===== src/hw/rtl/gst_pkg.sv =====
`default_nettype none

package gst_pkg;

  // field widths
  localparam int unsigned PosW        = 16;
  localparam int unsigned DeltaW      = PosW + 1;
  localparam int unsigned SqW         = 2 * DeltaW;
  localparam int unsigned ThreshW     = 30;
  localparam int unsigned DirW        = 4;
  localparam int unsigned CountOutW   = 2;
  localparam int unsigned InDataW     = 32;
  localparam int unsigned InUserW     = 2;
  localparam int unsigned OutDataW    = 16;

  // defaults
  localparam logic [ThreshW-1:0] ThreshReset    = 30'd10000;
  localparam int unsigned        MaxStrokesDflt = 3;

  // event kinds carried in tuser
  typedef enum logic [1:0] {
    CMD_MOVE    = 2'd0,
    CMD_PRESS   = 2'd1,
    CMD_RELEASE = 2'd2,
    CMD_IGNORE  = 2'd3
  } cmd_e;

  // stroke direction codes, two's complement, none is minus one
  localparam logic [DirW-1:0] DirUp        = 4'd0;
  localparam logic [DirW-1:0] DirDown      = 4'd1;
  localparam logic [DirW-1:0] DirLeft      = 4'd2;
  localparam logic [DirW-1:0] DirRight     = 4'd3;
  localparam logic [DirW-1:0] DirUpLeft    = 4'd4;
  localparam logic [DirW-1:0] DirDownLeft  = 4'd5;
  localparam logic [DirW-1:0] DirUpRight   = 4'd6;
  localparam logic [DirW-1:0] DirDownRight = 4'd7;
  localparam logic [DirW-1:0] DirNone      = 4'hF;

  // one result item, packed lowest field last so tdata order matches
  typedef struct packed {
    logic                 is_tracking;
    logic                 aborted;
    logic [CountOutW-1:0] stroke_count;
    logic                 stroke_added;
    logic [DirW-1:0]      last_direction;
  } res_t;

endpackage

`default_nettype wire


===== src/hw/rtl/gst_classify.sv =====
`default_nettype none

module gst_classify
  import gst_pkg::*;
(
  input  wire logic signed [PosW-1:0]    pos_x_i,
  input  wire logic signed [PosW-1:0]    pos_y_i,
  input  wire logic signed [PosW-1:0]    anchor_x_i,
  input  wire logic signed [PosW-1:0]    anchor_y_i,
  input  wire logic        [ThreshW-1:0] thresh_i,
  output logic                           exceed_o,
  output logic             [DirW-1:0]    dir_o
);

  logic signed [DeltaW-1:0] dx, dy;
  logic        [DeltaW-1:0] ax, ay;
  logic signed [SqW-1:0]    sq_x, sq_y;
  logic        [SqW:0]      dist_sq;
  logic                     diag, horiz;

  // offset from the anchor
  assign dx = {pos_x_i[PosW-1], pos_x_i} - {anchor_x_i[PosW-1], anchor_x_i};
  assign dy = {pos_y_i[PosW-1], pos_y_i} - {anchor_y_i[PosW-1], anchor_y_i};
  assign ax = dx[DeltaW-1] ? DeltaW'(-dx) : DeltaW'(dx);
  assign ay = dy[DeltaW-1] ? DeltaW'(-dy) : DeltaW'(dy);

  // squared distance against threshold
  assign sq_x    = dx * dx;
  assign sq_y    = dy * dy;
  assign dist_sq = {1'b0, sq_x} + {1'b0, sq_y};
  assign exceed_o = dist_sq > {{(SqW + 1 - ThreshW){1'b0}}, thresh_i};

  // diagonal when each axis is below twice the other
  assign diag  = ({1'b0, ay} < {ax, 1'b0}) && ({1'b0, ax} < {ay, 1'b0});
  assign horiz = {1'b0, ax} >= {ay, 1'b0};

  always_comb begin
    priority if (diag) begin
      priority if (!dx[DeltaW-1] && !dy[DeltaW-1]) dir_o = DirDownRight;
      else if (!dx[DeltaW-1]) dir_o = DirUpRight;
      else if (!dy[DeltaW-1]) dir_o = DirDownLeft;
      else dir_o = DirUpLeft;
    end else if (horiz) begin
      dir_o = (dx > 0) ? DirRight : DirLeft;
    end else begin
      dir_o = (dy > 0) ? DirDown : DirUp;
    end
  end

endmodule

`default_nettype wire


===== src/hw/rtl/gst_track.sv =====
`default_nettype none

module gst_track
  import gst_pkg::*;
#(
  parameter int unsigned MaxStrokes = MaxStrokesDflt
) (
  input  wire logic                       clk_i,
  input  wire logic                       rst_ni,
  input  wire logic                       step_i,
  input  wire cmd_e                       cmd_i,
  input  wire logic signed [PosW-1:0]    pos_x_i,
  input  wire logic signed [PosW-1:0]    pos_y_i,
  input  wire logic        [ThreshW-1:0] thresh_i,
  output res_t                            res_o
);

  localparam int unsigned CntBits = $clog2(MaxStrokes + 1);
  localparam int unsigned CntW    = (CntBits > CountOutW) ? CntBits : CountOutW;

  logic                    trk_q, trk_d;
  logic                    abt_q, abt_d;
  logic [CntW-1:0]         cnt_q, cnt_d;
  logic [DirW-1:0]         prev_q, prev_d;
  logic signed [PosW-1:0]  anc_x_q, anc_x_d, anc_y_q, anc_y_d;
  logic [CntW:0]           cnt_inc;
  logic                    exceed, check, moved, added;
  logic [DirW-1:0]         dir;

  gst_classify u_classify (
    .pos_x_i    (pos_x_i),
    .pos_y_i    (pos_y_i),
    .anchor_x_i (anc_x_q),
    .anchor_y_i (anc_y_q),
    .thresh_i   (thresh_i),
    .exceed_o   (exceed),
    .dir_o      (dir)
  );

  assign cnt_inc = {1'b0, cnt_q} + 1'b1;

  // next gesture state for the item in the input register
  always_comb begin
    trk_d   = trk_q;
    abt_d   = abt_q;
    cnt_d   = cnt_q;
    prev_d  = prev_q;
    anc_x_d = anc_x_q;
    anc_y_d = anc_y_q;
    unique case (cmd_i)
      CMD_PRESS:   trk_d = 1'b1;
      CMD_RELEASE: begin
        trk_d = 1'b0;
        abt_d = 1'b0;
        cnt_d = '0;
      end
      CMD_MOVE, CMD_IGNORE: ;
      default: ;
    endcase
    check = (cmd_i != CMD_IGNORE) && trk_d && !abt_d;
    moved = check && exceed;
    added = moved && (dir != prev_q);
    if (added) begin
      if (cnt_inc > (CntW + 1)'(MaxStrokes)) begin
        abt_d  = 1'b1;
        cnt_d  = '0;
        prev_d = DirNone;
      end else begin
        cnt_d  = cnt_inc[CntW-1:0];
        prev_d = dir;
      end
    end
    if (moved) begin
      anc_x_d = pos_x_i;
      anc_y_d = pos_y_i;
    end
    res_o.last_direction = prev_d;
    res_o.stroke_added   = added;
    res_o.stroke_count   = cnt_d[CountOutW-1:0];
    res_o.aborted        = abt_d;
    res_o.is_tracking    = trk_d;
  end

  // state registers, advanced once per item
  always_ff @(posedge clk_i or negedge rst_ni) begin
    if (!rst_ni) begin
      trk_q   <= 1'b0;
      abt_q   <= 1'b0;
      cnt_q   <= '0;
      prev_q  <= DirNone;
      anc_x_q <= '0;
      anc_y_q <= '0;
    end else if (step_i) begin
      trk_q   <= trk_d;
      abt_q   <= abt_d;
      cnt_q   <= cnt_d;
      prev_q  <= prev_d;
      anc_x_q <= anc_x_d;
      anc_y_q <= anc_y_d;
    end
  end

endmodule

`default_nettype wire


===== src/hw/rtl/pointer_gesture_stroke_tracker_core.sv =====
// path: an input item is registered in the input register, then its result in the
//   result register once that is free or drained
// throughput: 1 item per cycle unless results stall; the gesture state feeds back through
//   one pass of subtract, square, compare and direction classify between the two registers
// reset: asynchronous active low; not tracking, no strokes, direction none,
//   anchor at origin, threshold 10000, both channels empty
`default_nettype none

module pointer_gesture_stroke_tracker_core
  import gst_pkg::*;
#(
  parameter int unsigned MaxStrokes = MaxStrokesDflt
) (
  input  wire logic                clk_i,
  input  wire logic                rst_ni,
  // configuration write: distance squared threshold
  input  wire logic                cfg_valid_i,
  output logic                     cfg_ready_o,
  input  wire logic [ThreshW-1:0]  cfg_data_i,
  // input items
  input  wire logic                s_axis_tvalid,
  output logic                     s_axis_tready,
  input  wire logic [InDataW-1:0]  s_axis_tdata,  // pos_x [15:0], pos_y [31:16]
  input  wire logic [InUserW-1:0]  s_axis_tuser,  // cmd [1:0]
  // result items
  output logic                     m_axis_tvalid,
  input  wire logic                m_axis_tready,
  output logic [OutDataW-1:0]      m_axis_tdata   // last_direction [3:0], stroke_added [4],
                                                  // stroke_count [6:5], aborted [7],
                                                  // is_tracking [8], zero [15:9]
);

  logic [ThreshW-1:0]      thresh_q;
  logic                    in_valid_q;
  cmd_e                    in_cmd_q;
  logic signed [PosW-1:0]  in_x_q, in_y_q;
  logic                    out_valid_q;
  res_t                    out_res_q;
  res_t                    res;
  logic                    step;

  // item moves to the result register when that is free or drained
  assign step          = in_valid_q && (!out_valid_q || m_axis_tready);
  assign s_axis_tready = !in_valid_q || step;
  assign cfg_ready_o   = 1'b1;

  // threshold register
  always_ff @(posedge clk_i or negedge rst_ni) begin
    if (!rst_ni) begin
      thresh_q <= ThreshReset;
    end else if (cfg_valid_i) begin
      thresh_q <= cfg_data_i;
    end
  end

  // input register
  always_ff @(posedge clk_i or negedge rst_ni) begin
    if (!rst_ni) begin
      in_valid_q <= 1'b0;
    end else if (s_axis_tready) begin
      in_valid_q <= s_axis_tvalid;
    end
  end

  always_ff @(posedge clk_i) begin
    if (s_axis_tvalid && s_axis_tready) begin
      in_cmd_q <= cmd_e'(s_axis_tuser[1:0]);
      in_x_q   <= s_axis_tdata[PosW-1:0];
      in_y_q   <= s_axis_tdata[2*PosW-1:PosW];
    end
  end

  gst_track #(
    .MaxStrokes (MaxStrokes)
  ) u_track (
    .clk_i    (clk_i),
    .rst_ni   (rst_ni),
    .step_i   (step),
    .cmd_i    (in_cmd_q),
    .pos_x_i  (in_x_q),
    .pos_y_i  (in_y_q),
    .thresh_i (thresh_q),
    .res_o    (res)
  );

  // result register
  always_ff @(posedge clk_i or negedge rst_ni) begin
    if (!rst_ni) begin
      out_valid_q <= 1'b0;
    end else if (step) begin
      out_valid_q <= 1'b1;
    end else if (m_axis_tready) begin
      out_valid_q <= 1'b0;
    end
  end

  always_ff @(posedge clk_i) begin
    if (step) begin
      out_res_q <= res;
    end
  end

  assign m_axis_tvalid = out_valid_q;
  assign m_axis_tdata  = OutDataW'(out_res_q);

endmodule

`default_nettype wire


===== config.mk =====
export PLATFORM = sky130hd
export DESIGN_NAME = pointer_gesture_stroke_tracker_core
export DESIGN_NICKNAME = d
export VERILOG_FILES = /design/src/hw/rtl/gst_pkg.sv /design/src/hw/rtl/gst_classify.sv /design/src/hw/rtl/gst_track.sv /design/src/hw/rtl/pointer_gesture_stroke_tracker_core.sv
export SDC_FILE = /design/constraint.sdc
export NUM_CORES = 2
export LEC_CHECK = 0
export ABC_AREA = 1
export BUFFER_PORTS_ARGS = -buffer_cell sky130_fd_sc_hd__clkbuf_2
export CORE_MARGIN = 2
export CORE_UTILIZATION = 40
export CTS_BUF_LIST = sky130_fd_sc_hd__clkbuf_4
export DETAILED_ROUTE_END_ITERATION = 16
export GPL_ROUTABILITY_DRIVEN = 0
export GPL_TIMING_DRIVEN = 0
export MAX_ROUTING_LAYER = met4
export PLACE_DENSITY_LB_ADDON = 0.2
export REMOVE_ABC_BUFFERS = 1
export SLEW_MARGIN = 10
export SYNTH_ARGS = -nofsm -noshare
export SYNTH_HDL_FRONTEND = slang
export SYNTH_SLANG_ARGS = --single-unit

===== constraint.sdc =====
create_clock -name clk_i -period 27.7 [get_ports clk_i]
set_clock_uncertainty 0.2 [all_clocks]
set_input_delay 1.385 -clock clk_i [delete_from_list [all_inputs] [get_ports clk_i]]
set_output_delay 1.385 -clock clk_i [all_outputs]
set_load 0.01 [all_outputs]

==> results.sh <==
export IMPL_outcome="complete, no violations"
export IMPL_area_delta_synth_final_pct=5.539
export IMPL_relSlewSlack_pct=16.85
export IMPL_fp_dieW_um=276.8
export IMPL_cp_startpoint="in_y_q[0]"
export IMPL_cts_root_buffer="clkbuf_4"
export IMPL_crit_type="register to register"
export IMPL_hold_buffers=0
export IMPL_cp_start_kind="register"
export IMPL_post_synth_fa_ha_maj_area_fraction_pct=49.37
export IMPL_synth_top_family_by_area="adder cells"
export IMPL_dr_first_iter_drc_count=1270
export IMPL_cts_max_level=4
export IMPL_grt_overflow_total=0
export IMPL_crit_slowest_cell="inv_1"
export IMPL_dr_pass1_iters=5
export IMPL_ios=88
export IMPL_synth_warnings=0
export IMPL_dpl_instance_area_um2=31120
export IMPL_clk_pin_slew_ns=0.13
export IMPL_drt_wirelength_per_cell_um=15.85
export IMPL_synth_top_cells_by_area="fa_1 37%, ha_1 13%, inv_1 13%"
export IMPL_max_slew_worst_pin_slew_ns=1.241
export IMPL_synth_compound_area_share_pct=6.329
export IMPL_holdWs_ns=0.2866
export IMPL_route_detailed_drc=0
export IMPL_fmax_ghz=0.07801
export IMPL_insertion_delay_ns=0.67
export IMPL_synth_area_um2=29770
export IMPL_post_route_min_period_ns=12.82
export IMPL_syn_inst=3646
export IMPL_synth_top_area_share_pct=36.51
export IMPL_final_nets=4598
export IMPL_crit_arrival_ns=13.15
export IMPL_numCtsBuffers=17
export IMPL_cpMostUsedCell="nand2_1"
export IMPL_grt_setup_unrepaired="no"
export IMPL_grt_util_all_layers_pct=20.72
export IMPL_grt_pass1_vias=22998
export IMPL_synth_mux_area_share_pct=0.03782
export IMPL_clockBufferDepth=2
export IMPL_tns_ns=0
export IMPL_postCtsSetupBuffers=0
export IMPL_required_ns=28.03
export IMPL_cpPeakStageDelay_ns=0.73
export IMPL_antenna_left=0
export IMPL_endpoint_kind="register"
export IMPL_worstHoldStart="u_track.prev_q[1]"
export IMPL_async_reset_ff_share_pct=62.61
export IMPL_core_area_um2=74070
export IMPL_io_buffers=79
export IMPL_rows=100
export IMPL_ys_seq_area_share_pct=10.43
export IMPL_max_cap_violations=0
export IMPL_synth_seq_cells=115
export IMPL_viasPerCell=4.790
export IMPL_hold_path_class="register to register"
export IMPL_vias=22336
export IMPL_die_h_um=276.8
export IMPL_place_hpwl_um=62550
export IMPL_worstPathMaxFanout=64
export IMPL_syn_area_per_cell_um2=8.166
export IMPL_final_core_util_pct=42.42
export IMPL_cts_resized=0
export IMPL_final_area_um2=31420
export IMPL_die_area_um2=76630
export IMPL_ys_types=53
export IMPL_ys_flop_type="dfrtp_1"
export IMPL_synth_edf_count=43
export IMPL_wl_um=73920
export IMPL_drive_above_1_share_pct=4.576
export IMPL_setup_viol=0
export IMPL_synth_xor_area_share_pct=4.484
export IMPL_synth_simple_gate_area_share_pct=15.33
export IMPL_antenna_found_initial=1
export IMPL_grt_pass1_wl_um=121500
export IMPL_hold_violations=0
export IMPL_cts_tree="built"
export IMPL_start_util_pct=40.20
export IMPL_r2r_start="in_y_q[0]"
export IMPL_grt_max_degree=65
export IMPL_cts_sinks=115
export IMPL_synth_largest_area_cell="fa_1"
export IMPL_fin_crit_sh_pct=46.28
export IMPL_finalMaxSlewViolations=0
==> critical path: cells and delay by family, from the launching register on <==
kind,cells,cell delay [ns]
adders and majority gates,11,4.83
and+or+nand+nor,22,4.42
AOI/OAI and AO/OA,6,1.42
buffers and inverters,8,1.23
DFF,1,0.36
xor gates and xnor gates,2,0.24
==> synth_stat cells (8+ instances only) <==
cell type,instances
buf_4,8
clkbuf_1,43
a21o_1,11
o21ai_0,87
xnor2_1,42
dfrtp_1,63
a21oi_1,186
o21bai_1,9
nand2_1,544
o21ai_1,11
nand3_1,91
ha_1,306
nand4_1,34
nand2_2,14
clkinv_1,8
inv_1,1007
dfstp_2,9
nor2_1,344
and2_1,13
a31oi_1,13
edfxtp_1,43
fa_1,543
buf_1,15
nor3_1,20
xor2_1,98
==> state kept, by name, summed over array words and instances (netlist names) <==
| signal | count |
|---|---|
| thresh_q | 30 |
| in_x_q | 16 |
| in_y_q | 16 |
| u_track.anc_x_q | 16 |
| u_track.anc_y_q | 16 |
| m_axis_tdata | 9 |
| u_track.prev_q | 4 |
| in_cmd_q | 2 |
| u_track.cnt_q | 2 |
| in_valid_q | 1 |
| m_axis_tvalid | 1 |
| u_track.abt_q | 1 |
| u_track.trk_q | 1 |
==> cell type report <==
type	instances	area, um^2
fill	7668	42650
multi-input combinational	2447	22550
inverter	1018	3821
sequential	115	3104
tap	969	1212
timing repair buffer	81	429.2
clock inverter	15	171.4
clock buffer	17	127.6
antenna	1	2.502
==> stage by stage <==
step                      instances  setup slack, ns
after detailed placement       4630            15.01
after floorplan                3580            17.24
after global routing           4663            13.86
after global placement         4628            15.05
after CTS                      4662            14.95
final                          4663            14.88
==> kinds of logic after synthesis <==
kind of cell,count (synthesis)
AND/OR/NAND/NOR,1097
buffers and inverters,1090
adder cells (fa/ha/maj),849
AO/OA/AOI/OAI,346
XOR/XNOR,146
flip-flops,115
other,2
multiplexers,1
==> layout by cell type, fill, tap and decap left out, types with 5 or more instances in the layout <==
cell type | netlist | final
dfstp_2 | 9 | 9
or2_2 | 5 | 5
a31oi_1 | 13 | 13
and2_1 | 13 | 13
clkinv_1 | 8 | 9
a21o_1 | 11 | 11
clkbuf_2 | 0 | 78
nor2_1 | 344 | 344
o211ai_1 | 5 | 5
xor2_1 | 98 | 97
nand2_1 | 544 | 543
nand2_2 | 14 | 15
o21ai_0 | 87 | 87
nand3_2 | 5 | 5
nand3_1 | 91 | 91
nor4_1 | 6 | 6
o21ai_1 | 11 | 11
xnor2_1 | 42 | 41
inv_1 | 1007 | 1006
nand4_1 | 34 | 34
ha_1 | 306 | 306
dfrtp_1 | 63 | 63
clkbuf_4 | 0 | 18
nand3b_1 | 7 | 7
o21bai_1 | 9 | 9
edfxtp_1 | 43 | 43
a21oi_1 | 186 | 186
nor3_1 | 20 | 20
conb_1 | 2 | 8
fa_1 | 543 | 543
==> worst paths after layout <==
kind,end,slack (ns),cells past startpoint
setup reg to reg,u_track.anc_y_q[15],14.88,49
max in group asynchronous,thresh_q[10],26.04,2
hold reg to reg,u_track.prev_q[1],0.29,2
min in group asynchronous,u_track.anc_y_q[12],0.50,1
hold / removal,u_track.prev_q[1],0.29,2
setup / recovery,u_track.anc_y_q[15],14.88,49
==> metal layers <==
| metal | vias to the layer above | share of wire, % | track usage, % |
|---|---|---|---|
| li1 | 10919 | - | - |
| met1 | 10930 | 48 | 28.81 |
| met2 | 430 | 47 | 33.27 |
| met3 | 57 | 3.8 | 2.067 |
| met4 | 0 | 1.4 | 3.790 |
| met5 | - | 0 | - |
Power is not shown: default switching activity piles up to over one toggle a cycle in this logic, so the estimate is an artifact.
